==> src/sv/stt_pkg.sv <==
package stt_pkg;

  // field widths
  localparam int unsigned LineBits   = 16;
  localparam int unsigned ColBits    = 16;
  localparam int unsigned OffsetBits = 32;
  localparam int unsigned LengthBits = 16;
  localparam int unsigned KindBits   = 5;

  typedef logic [LineBits-1:0]   line_t;
  typedef logic [ColBits-1:0]    col_t;
  typedef logic [OffsetBits-1:0] offset_t;
  typedef logic [LengthBits-1:0] length_t;

  // character codes
  localparam logic [7:0] ChNul   = 8'h00;
  localparam logic [7:0] ChTab   = 8'h09;
  localparam logic [7:0] ChLf    = 8'h0A;
  localparam logic [7:0] ChCr    = 8'h0D;
  localparam logic [7:0] ChSpace = 8'h20;
  localparam logic [7:0] ChBang  = 8'h21;
  localparam logic [7:0] ChDot   = 8'h2E;
  localparam logic [7:0] ChEq    = 8'h3D;
  localparam logic [7:0] ChUnder = 8'h5F;

  typedef enum logic [KindBits-1:0] {
    TK_ILLEGAL  = 5'd0,
    TK_EOF      = 5'd1,
    TK_IDENT    = 5'd2,
    TK_INT      = 5'd3,
    TK_DOUBLE   = 5'd4,
    TK_ASSIGN   = 5'd5,
    TK_EQ       = 5'd6,
    TK_BANG     = 5'd7,
    TK_NOT_EQ   = 5'd8,
    TK_PLUS     = 5'd9,
    TK_MINUS    = 5'd10,
    TK_ASTERISK = 5'd11,
    TK_SLASH    = 5'd12,
    TK_MODULO   = 5'd13,
    TK_SEMI     = 5'd14,
    TK_LPAREN   = 5'd15,
    TK_RPAREN   = 5'd16,
    TK_COMMA    = 5'd17,
    TK_LBRACE   = 5'd18,
    TK_RBRACE   = 5'd19,
    TK_LT       = 5'd20,
    TK_GT       = 5'd21
  } token_kind_e;

  typedef enum logic [2:0] {
    MODE_IDLE   = 3'd0,
    MODE_IDENT  = 3'd1,
    MODE_NUM    = 3'd2,
    MODE_NUMDOT = 3'd3,
    MODE_EQ     = 3'd4,
    MODE_BANG   = 3'd5
  } scan_mode_e;

  typedef struct packed {
    token_kind_e kind;
    line_t       line;
    col_t        col;
    offset_t     offset;
    length_t     len;
    logic        last;
  } tok_t;

  function automatic logic is_alpha(logic [7:0] c);
    return (c >= 8'h61 && c <= 8'h7A) || (c >= 8'h41 && c <= 8'h5A) || (c == ChUnder);
  endfunction

  function automatic logic is_digit(logic [7:0] c);
    return (c >= 8'h30 && c <= 8'h39);
  endfunction

  function automatic logic is_space(logic [7:0] c);
    return (c == ChSpace) || (c == ChTab) || (c == ChLf) || (c == ChCr);
  endfunction

  // kind of a byte that forms a token on its own
  function automatic token_kind_e single_kind(logic [7:0] c);
    token_kind_e k;
    unique case (c)
      8'h2B:   k = TK_PLUS;
      8'h2D:   k = TK_MINUS;
      8'h2A:   k = TK_ASTERISK;
      8'h2F:   k = TK_SLASH;
      8'h25:   k = TK_MODULO;
      8'h3B:   k = TK_SEMI;
      8'h28:   k = TK_LPAREN;
      8'h29:   k = TK_RPAREN;
      8'h2C:   k = TK_COMMA;
      8'h7B:   k = TK_LBRACE;
      8'h7D:   k = TK_RBRACE;
      8'h3C:   k = TK_LT;
      8'h3E:   k = TK_GT;
      default: k = TK_ILLEGAL;
    endcase
    return k;
  endfunction

  function automatic tok_t mk_tok(token_kind_e kind, line_t line, col_t col,
                                  offset_t offset, length_t len);
    tok_t t;
    t.kind   = kind;
    t.line   = line;
    t.col    = col;
    t.offset = offset;
    t.len    = len;
    t.last   = 1'b0;
    return t;
  endfunction

endpackage

==> src/sv/stt_char_if.sv <==
interface stt_char_if;
  logic       valid;
  logic       ready;
  logic [7:0] char_code;
  logic       end_of_text;

  modport source (output valid, char_code, end_of_text, input ready);
  modport sink   (input valid, char_code, end_of_text, output ready);
endinterface

==> src/sv/stt_tok_if.sv <==
interface stt_tok_if;
  logic                             valid;
  logic                             ready;
  logic [stt_pkg::KindBits-1:0]     token_kind;
  logic [stt_pkg::LineBits-1:0]     start_line;
  logic [stt_pkg::ColBits-1:0]      start_col;
  logic [stt_pkg::OffsetBits-1:0]   start_offset;
  logic [stt_pkg::LengthBits-1:0]   token_length;
  logic                             last_of_run;

  modport source (output valid, token_kind, start_line, start_col, start_offset,
                  token_length, last_of_run, input ready);
  modport sink   (input valid, token_kind, start_line, start_col, start_offset,
                  token_length, last_of_run, output ready);
endinterface

==> src/sv/source_text_tokenizer.sv <==
// channel  | dir | modport | payload
// txt_i    | in  | sink    | char_code, end_of_text
// tok_o    | out | source  | token_kind, start_line, start_col, start_offset,
//          |     |         | token_length, last_of_run
//
// a byte lands in an input register, is scanned and its (zero to three)
// tokens go into a three-entry result queue drained one per cycle while
// tok_o is ready, so one byte per cycle if each yields at most one token;
// else the next byte waits in the input register until the queue drains
// the input register takes a new byte while results still wait on tok_o
// rst_ni clears the scanner to line 1, column 1, offset 0, no pending token
module source_text_tokenizer (
  input  logic           clk_i,
  input  logic           rst_ni,
  stt_char_if.sink       txt_i,
  stt_tok_if.source      tok_o
);

  // input register
  logic       in_vld_q, in_vld_d;
  logic [7:0] in_char_q;
  logic       in_end_q;

  // scanner state
  stt_pkg::scan_mode_e mode_q, mode_d;
  stt_pkg::line_t      line_q, line_d, tsl_q, tsl_d;
  stt_pkg::col_t       col_q, col_d, tsc_q, tsc_d;
  stt_pkg::offset_t    off_q, off_d, tso_q, tso_d;
  stt_pkg::length_t    run_q, run_d;
  logic                seen_q, seen_d;

  // result queue
  stt_pkg::tok_t slot_q [3];
  stt_pkg::tok_t slot_d [3];
  logic [1:0]    cnt_q, cnt_d;

  logic          in_xfer, out_xfer, buf_free, proc;
  logic          is_end, absorbed;
  logic [7:0]    ce;
  logic          v_a, v_b, v_c;
  stt_pkg::tok_t tok_a, tok_b, tok_c;
  stt_pkg::length_t run_inc, run_inc2;
  stt_pkg::col_t    col_back;
  stt_pkg::offset_t off_back;

  // handshakes
  assign out_xfer    = tok_o.valid && tok_o.ready;
  assign buf_free    = (cnt_q == 2'd0) || ((cnt_q == 2'd1) && out_xfer);
  assign proc        = in_vld_q && buf_free;
  assign txt_i.ready = !in_vld_q || proc;
  assign in_xfer     = txt_i.valid && txt_i.ready;

  always_comb begin
    in_vld_d = in_vld_q;
    if (in_xfer) begin
      in_vld_d = 1'b1;
    end else if (proc) begin
      in_vld_d = 1'b0;
    end
  end

  // saturating helpers
  assign is_end   = in_end_q || (in_char_q == stt_pkg::ChNul);
  assign ce       = is_end ? stt_pkg::ChNul : in_char_q;
  assign run_inc  = (run_q == '1) ? run_q : run_q + 1'b1;
  assign run_inc2 = (run_inc == '1) ? run_inc : run_inc + 1'b1;
  assign col_back = ((col_q == '1) || (col_q == '0)) ? col_q : col_q - 1'b1;
  assign off_back = ((off_q == '1) || (off_q == '0)) ? off_q : off_q - 1'b1;

  // scan one byte: resolve the pending token, then start a new one
  always_comb begin
    mode_d   = stt_pkg::MODE_IDLE;
    run_d    = run_q;
    seen_d   = seen_q;
    tsl_d    = tsl_q;
    tsc_d    = tsc_q;
    tso_d    = tso_q;
    absorbed = 1'b0;
    v_a      = 1'b0;
    v_b      = 1'b0;
    v_c      = 1'b0;
    tok_a    = '0;
    tok_b    = '0;
    tok_c    = '0;

    unique case (mode_q)
      stt_pkg::MODE_IDENT: begin
        if (stt_pkg::is_alpha(ce)) begin
          mode_d   = stt_pkg::MODE_IDENT;
          run_d    = run_inc;
          absorbed = 1'b1;
        end else begin
          v_a   = 1'b1;
          tok_a = stt_pkg::mk_tok(stt_pkg::TK_IDENT, tsl_q, tsc_q, tso_q, run_q);
        end
      end
      stt_pkg::MODE_NUM: begin
        if (stt_pkg::is_digit(ce)) begin
          mode_d   = stt_pkg::MODE_NUM;
          run_d    = run_inc;
          absorbed = 1'b1;
        end else if ((ce == stt_pkg::ChDot) && !seen_q) begin
          mode_d   = stt_pkg::MODE_NUMDOT;
          absorbed = 1'b1;
        end else begin
          v_a   = 1'b1;
          tok_a = stt_pkg::mk_tok(seen_q ? stt_pkg::TK_DOUBLE : stt_pkg::TK_INT,
                                  tsl_q, tsc_q, tso_q, run_q);
        end
      end
      stt_pkg::MODE_NUMDOT: begin
        if (stt_pkg::is_digit(ce)) begin
          mode_d   = stt_pkg::MODE_NUM;
          seen_d   = 1'b1;
          run_d    = run_inc2;
          absorbed = 1'b1;
        end else begin
          // number without its dot, then the dot on its own
          v_a   = 1'b1;
          tok_a = stt_pkg::mk_tok(stt_pkg::TK_INT, tsl_q, tsc_q, tso_q, run_q);
          v_b   = 1'b1;
          tok_b = stt_pkg::mk_tok(stt_pkg::TK_ILLEGAL, line_q, col_back, off_back,
                                  stt_pkg::length_t'(1));
        end
      end
      stt_pkg::MODE_EQ: begin
        v_a = 1'b1;
        if (ce == stt_pkg::ChEq) begin
          absorbed = 1'b1;
          tok_a = stt_pkg::mk_tok(stt_pkg::TK_EQ, tsl_q, tsc_q, tso_q,
                                  stt_pkg::length_t'(2));
        end else begin
          tok_a = stt_pkg::mk_tok(stt_pkg::TK_ASSIGN, tsl_q, tsc_q, tso_q,
                                  stt_pkg::length_t'(1));
        end
      end
      stt_pkg::MODE_BANG: begin
        v_a = 1'b1;
        if (ce == stt_pkg::ChEq) begin
          absorbed = 1'b1;
          tok_a = stt_pkg::mk_tok(stt_pkg::TK_NOT_EQ, tsl_q, tsc_q, tso_q,
                                  stt_pkg::length_t'(2));
        end else begin
          tok_a = stt_pkg::mk_tok(stt_pkg::TK_BANG, tsl_q, tsc_q, tso_q,
                                  stt_pkg::length_t'(1));
        end
      end
      default: begin
      end
    endcase

    if (is_end) begin
      // flush then end token at the current position
      v_c    = 1'b1;
      tok_c  = stt_pkg::mk_tok(stt_pkg::TK_EOF, line_q, col_q, off_q, '0);
      mode_d = stt_pkg::MODE_IDLE;
      run_d  = '0;
      seen_d = 1'b0;
    end else if (!absorbed) begin
      priority if (stt_pkg::is_space(ce)) begin
      end else if (stt_pkg::is_alpha(ce) || stt_pkg::is_digit(ce) ||
                   (ce == stt_pkg::ChEq) || (ce == stt_pkg::ChBang)) begin
        tsl_d  = line_q;
        tsc_d  = col_q;
        tso_d  = off_q;
        run_d  = stt_pkg::length_t'(1);
        seen_d = 1'b0;
        priority if (stt_pkg::is_alpha(ce)) begin
          mode_d = stt_pkg::MODE_IDENT;
        end else if (stt_pkg::is_digit(ce)) begin
          mode_d = stt_pkg::MODE_NUM;
        end else if (ce == stt_pkg::ChEq) begin
          mode_d = stt_pkg::MODE_EQ;
        end else begin
          mode_d = stt_pkg::MODE_BANG;
        end
      end else begin
        v_c   = 1'b1;
        tok_c = stt_pkg::mk_tok(stt_pkg::single_kind(ce), line_q, col_q, off_q,
                                stt_pkg::length_t'(1));
      end
    end
  end

  // position update
  always_comb begin
    line_d = line_q;
    col_d  = col_q;
    off_d  = off_q;
    if (!is_end) begin
      if (ce == stt_pkg::ChLf) begin
        line_d = (line_q == '1) ? line_q : line_q + 1'b1;
        col_d  = stt_pkg::col_t'(1);
      end else begin
        col_d  = (col_q == '1) ? col_q : col_q + 1'b1;
      end
      off_d = (off_q == '1) ? off_q : off_q + 1'b1;
    end
  end

  // result queue: load compacted tokens or shift on transfer
  always_comb begin
    slot_d = slot_q;
    cnt_d  = cnt_q;
    if (proc) begin
      cnt_d     = 2'(v_a) + 2'(v_b) + 2'(v_c);
      slot_d[0] = v_a ? tok_a : tok_c;
      slot_d[1] = v_b ? tok_b : tok_c;
      slot_d[2] = tok_c;
      slot_d[0].last = (cnt_d == 2'd1);
      slot_d[1].last = (cnt_d == 2'd2);
      slot_d[2].last = (cnt_d == 2'd3);
    end else if (out_xfer) begin
      cnt_d     = cnt_q - 2'd1;
      slot_d[0] = slot_q[1];
      slot_d[1] = slot_q[2];
    end
  end

  // control registers
  always_ff @(posedge clk_i or negedge rst_ni) begin
    if (!rst_ni) begin
      in_vld_q <= 1'b0;
      cnt_q    <= 2'd0;
      mode_q   <= stt_pkg::MODE_IDLE;
      line_q   <= stt_pkg::line_t'(1);
      col_q    <= stt_pkg::col_t'(1);
      off_q    <= '0;
      tsl_q    <= stt_pkg::line_t'(1);
      tsc_q    <= stt_pkg::col_t'(1);
      tso_q    <= '0;
      run_q    <= '0;
      seen_q   <= 1'b0;
    end else begin
      in_vld_q <= in_vld_d;
      cnt_q    <= cnt_d;
      if (proc) begin
        mode_q <= mode_d;
        line_q <= line_d;
        col_q  <= col_d;
        off_q  <= off_d;
        tsl_q  <= tsl_d;
        tsc_q  <= tsc_d;
        tso_q  <= tso_d;
        run_q  <= run_d;
        seen_q <= seen_d;
      end
    end
  end

  // payload registers
  always_ff @(posedge clk_i) begin
    if (in_xfer) begin
      in_char_q <= txt_i.char_code;
      in_end_q  <= txt_i.end_of_text;
    end
    slot_q <= slot_d;
  end

  // output port
  assign tok_o.valid        = (cnt_q != 2'd0);
  assign tok_o.token_kind   = slot_q[0].kind;
  assign tok_o.start_line   = slot_q[0].line;
  assign tok_o.start_col    = slot_q[0].col;
  assign tok_o.start_offset = slot_q[0].offset;
  assign tok_o.token_length = slot_q[0].len;
  assign tok_o.last_of_run  = slot_q[0].last;

  // the final queued result of a byte carries the last marker
  a_last_marked : assert property (@(posedge clk_i) disable iff (!rst_ni)
    (out_xfer && (cnt_q == 2'd1)) |-> tok_o.last_of_run)
    else $error("last queued token not marked last");

  // a held byte is scanned as soon as the queue is empty
  a_no_idle_hold : assert property (@(posedge clk_i) disable iff (!rst_ni)
    (in_vld_q && (cnt_q == 2'd0)) |-> proc)
    else $error("byte held with an empty result queue");

  // end of text always leaves the scanner idle with an end token queued
  a_end_flush : assert property (@(posedge clk_i) disable iff (!rst_ni)
    (proc && is_end) |=> ((mode_q == stt_pkg::MODE_IDLE) && (cnt_q != 2'd0)))
    else $error("end of text did not flush");

  // columns and lines count from one
  a_pos_nonzero : assert property (@(posedge clk_i) disable iff (!rst_ni)
    (col_q != '0) && (line_q != '0))
    else $error("position counter reached zero");

endmodule

==> src/flat_wrapper.sv <==
// flat-port wrapper written by rule: the top's interface ports become plain ports
module source_text_tokenizer_flat 
  (clk_i, rst_ni, txt_i_valid, txt_i_char_code, txt_i_end_of_text, txt_i_ready, tok_o_valid, tok_o_token_kind, tok_o_start_line, tok_o_start_col, tok_o_start_offset, tok_o_token_length, tok_o_last_of_run, tok_o_ready);
  stt_char_if txt_i_i ();
  stt_tok_if tok_o_i ();
  input  logic clk_i;
  input  logic rst_ni;
  input wire logic [$bits(txt_i_i.valid)-1:0] txt_i_valid;
  input wire logic [$bits(txt_i_i.char_code)-1:0] txt_i_char_code;
  input wire logic [$bits(txt_i_i.end_of_text)-1:0] txt_i_end_of_text;
  output wire logic [$bits(txt_i_i.ready)-1:0] txt_i_ready;
  output wire logic [$bits(tok_o_i.valid)-1:0] tok_o_valid;
  output wire logic [$bits(tok_o_i.token_kind)-1:0] tok_o_token_kind;
  output wire logic [$bits(tok_o_i.start_line)-1:0] tok_o_start_line;
  output wire logic [$bits(tok_o_i.start_col)-1:0] tok_o_start_col;
  output wire logic [$bits(tok_o_i.start_offset)-1:0] tok_o_start_offset;
  output wire logic [$bits(tok_o_i.token_length)-1:0] tok_o_token_length;
  output wire logic [$bits(tok_o_i.last_of_run)-1:0] tok_o_last_of_run;
  input wire logic [$bits(tok_o_i.ready)-1:0] tok_o_ready;
  assign txt_i_i.valid = txt_i_valid;
  assign txt_i_i.char_code = txt_i_char_code;
  assign txt_i_i.end_of_text = txt_i_end_of_text;
  assign txt_i_ready = txt_i_i.ready;
  assign tok_o_valid = tok_o_i.valid;
  assign tok_o_token_kind = tok_o_i.token_kind;
  assign tok_o_start_line = tok_o_i.start_line;
  assign tok_o_start_col = tok_o_i.start_col;
  assign tok_o_start_offset = tok_o_i.start_offset;
  assign tok_o_token_length = tok_o_i.token_length;
  assign tok_o_last_of_run = tok_o_i.last_of_run;
  assign tok_o_i.ready = tok_o_ready;
  source_text_tokenizer u_core (.clk_i(clk_i), .rst_ni(rst_ni), .txt_i(txt_i_i), .tok_o(tok_o_i));
endmodule
==> config.mk <==
export PLATFORM = sky130hd
export DESIGN_NAME = source_text_tokenizer_flat
export DESIGN_NICKNAME = d
export VERILOG_FILES = /design/src/sv/stt_pkg.sv /design/src/sv/stt_char_if.sv /design/src/sv/stt_tok_if.sv /design/src/sv/source_text_tokenizer.sv /design/src/flat_wrapper.sv
export SDC_FILE = /design/constraint.sdc
export NUM_CORES = 1
export LEC_CHECK = 0
export ABC_AREA = 1
export ABC_CLOCK_PERIOD_IN_PS = 8100
export BUFFER_PORTS_ARGS = -buffer_cell sky130_fd_sc_hd__buf_4
export CORE_ASPECT_RATIO = 0.5
export CORE_MARGIN = 1.5
export CORE_UTILIZATION = 67
export CTS_CLUSTER_SIZE = 30
export DETAILED_ROUTE_END_ITERATION = 10
export GPL_TIMING_DRIVEN = 0
export PLACE_DENSITY_LB_ADDON = 0.08
export SLEW_MARGIN = 20
export SYNTH_ARGS = -nofsm -noshare
export SYNTH_HDL_FRONTEND = slang
export SYNTH_SLANG_ARGS = --single-unit
==> constraint.sdc <==
create_clock -name clk_i -period 8.1 [get_ports clk_i]
set_input_delay 1.62 -clock clk_i [delete_from_list [all_inputs] [get_ports clk_i]]
set_output_delay 1.62 -clock clk_i [all_outputs]
set_load 0.01 [all_outputs]
==> metrics <==
peak supply drop=between 0.0002 and 0.0003 V; sw frac=42.2%; clock root cell=clkbuf_16; first-iteration detailed-routing DRC count=2511; hold slack final=between 0.4 and 0.5 ns; CP bufs+invs=5; Placed Area=between 20000 and 25000 µm²; Ys Warns=0; unrepaired setup endpoints after global routing=false; CP Capture Type=register; Ports=~100; area leader, netlist=edfxtp_1; DR pass1 iterations=7; CP required=approximately 8.5 ns; Setup CP Type=input port to register; Largest stage delay, worst path=~0.7 ns; TritonCTS clock tree=built; Finished Layout Cells=between 3000 and 4000; Startpoint Class=input port; number of global-route vias before repair=~18000; count leader, synth=nand2_1; Initial Utilization=between 60% and 70%; drt drc=0; Seq pwr share=38.0%; postcts setup bufs=0; Logic pwr share=roughly 45%; PwrDens=between 400 and 500 nW/µm²; hold_buf cts=0; leak pwr=approximately 10 nW; clock share of power=17.1%; Worst slew margin=between 20% and 30%; Worst Path Max Fanout=10; Worst-Skew Late Latency=~0.55 ns; clock period minus worst slack=between 4 and 5 ns; total chip power=9.82 mW; Clock Skew=approximately 0.024 ns; flops & latches, synth=388; worst hold path class=register to register; post-DP HPWL=between 40000 and 50000 µm; synth cell count leaders=nand2_1, nor2_1, edfxtp_1; initial antenna violation count=1; syn avg cell area=about 8.5 µm²; Global Route met2 Usage=about three fifths; count of cell types in the netlist=51; Critical Path, Cell by Cell=buf_4 > a21oi_1 > nor2_2 > inv_2 > clkbuf_1 > clkbuf_1 > clkbuf_1 > nand2_1 > nand3_1; post-DR wirelength/cell=approximately 21 µm; met1 Use GR=52.6%; asr flop ratio synth=between 30 and 40%; H-tree depth=2; first-pass GRT wire length=approximately 99000 µm; CP arrival=between 4 and 5 ns; Final Setup Violations=0; Total GRT Usage=approximately two fifths; final hold viol count=0; RePlAce Congestion=1.04; Vias=between 15000 and 20000; Gate Count Post-Synth=2545; Most Frequent Cell on Critical Path=clkbuf_1; period utilization=between 50% and 60%; ratio of cells with drive above 1 in the final layout=between 10% and 20%; syn nets=approximately 2600; routed wire length=65900 µm; Post-synth EDFFs=between 200 and 250; Internal=around 5.7 mW; status=finished, final reports clean; Die H=between 100 and 150 µm; area added between synthesis and finish=11.8%; Synth top area share=between 30% and 40%; Most used DFF post-synth=edfxtp_1; met3 usage=a little under a tenth; most area-consuming cells after synthesis=edfxtp_1, dfrtp_1, nand2_1, nand3_1, nor2_1; drt via density=6.14; sequential fraction of the synthesis area=between 50 and 60%; placeable core area=between 30000 and 40000 µm²; max_cap viols=0; final net count=between 2000 and 3000; NetSw=4.14 mW; Port Buffers=100; clk sinks=388; worst-margin pin slew=between 1 and 1.5 ns; die width=roughly 260 µm; grt ovf=0; largest net degree at the start of global routing=78; cell area after layout=around 24000 µm²; Die ar.=33300 µm²; Routed Antenna Nets=0; # resized after CTS=0; Worst-path clk slew=0.06 ns; GRT Max-Usage Layer=met2; Slew Viols, Final=0; Max Root-Sink Buffers=3; placed cell count=3083; Post-Syn Area=roughly 22000 µm²; # rows=between 40 and 50; family with the most delay on the worst path=buffers and inverters; CTS buffer count=35; Fmax=234 MHz; Crit-path slowest cell=clkbuf_1
## worst register-to-register path, cell delays in order, from the launching register on
cell	delay (ns)
dfrtp_1	0.38
inv_1	0.07
ha_1	0.21
a21oi_1	0.24
nor2_2	0.22
inv_2	0.21
clkbuf_1	0.56
clkbuf_1	0.67
clkbuf_1	0.70
nand2_1	0.16
nand3_1	0.18
## stage by stage
stage / worst slack, ns / utilization [%] / setup TNS (ns)
floorplan: 1.75 / - / 0
global placement: -0.645 / 72.1 / -83.80
detailed placement: 3.43 / 72.6 / 0
CTS: 3.98 / 76.0 / 0
global route: 3.81 / 76.0 / 0
finish: 3.83 / 76.0 / 0
## cells by family after synthesis
group | synth area share [%]
compound gates | 9.34
fa+ha+maj | 0.791
flops | 50.6
buf+inv | 10.1
xor+xnor | 3.13
simple gates | 26.0
## registers in the layout, indices dropped and copies added, names as in the netlist, 2 cells and up
register / flops
u_core.slot_q: 142
u_core.off_q: 32
u_core.tok_o.start_offset: 32
u_core.tso_q: 32
u_core.col_q: 16
u_core.line_q: 16
u_core.run_q: 16
u_core.tok_o.start_col: 16
u_core.tok_o.start_line: 16
u_core.tok_o.token_length: 16
u_core.tsc_q: 16
u_core.tsl_q: 16
u_core.in_char_q: 8
u_core.tok_o.token_kind: 5
u_core.mode_q: 3
u_core.cnt_q: 2
## power groups by stage
stage               Combinational (mW)  Sequential, mW  Clock, mW
floorplan                         2.70            3.70          0
global placement                  4.04            3.86          0
detailed placement                4.25            3.74          0
CTS                               4.29            3.71       1.67
global route                      4.71            3.80       1.74
finish                            4.41            3.73       1.68
## final cells by class
type	instances	area, µm²
plain buffers	200	1260
fillers	2296	7580
inverters	243	917
repair buffers	106	901
clock inverters	13	118
flip-flops and latches	388	10900
diodes	1	2.50
multi-input cells	1714	8460
well taps	432	541
clock buffers	49	978
## metal layers
layer  part of all wire [%]  vias up  wire length [µm]
li1                       -     8694                 -
met1                     39     9108             25500
met2                     45     1300             29400
met3                     12      217              8200
met4                    4.2        0              2770
met5                      0        -                 0
## cells in the final DEF, fill, tap and decap left out, types with 64 or more instances in the layout
cell	n
o21ai_0	106
inv_1	226
o21ai_1	90
nand3_1	215
nand2_1	638
xor2_1	76
nor3_1	68
dfrtp_1	147
a21oi_1	64
buf_4	202
nor2_1	242
clkbuf_1	69
edfxtp_1	237
## worst paths after layout
check	from	end	slack (ns)	cells after the start
max	tok_o_ready	u_core.tok_o.start_offset[4]	3.83	9
max in group asynchronous	rst_ni	u_core.tso_q[17]	6.14	2
min reg2reg	u_core.line_q[14]	u_core.line_q[14]	0.47	1
max reg2reg	u_core.cnt_q[0]	u_core.tok_o.start_offset[4]	4.35	10
min	u_core.line_q[14]	u_core.line_q[14]	0.47	1
min in group asynchronous	rst_ni	u_core.run_q[10]	1.03	1
No activity file was read; power rests on OpenSTA's default activity.
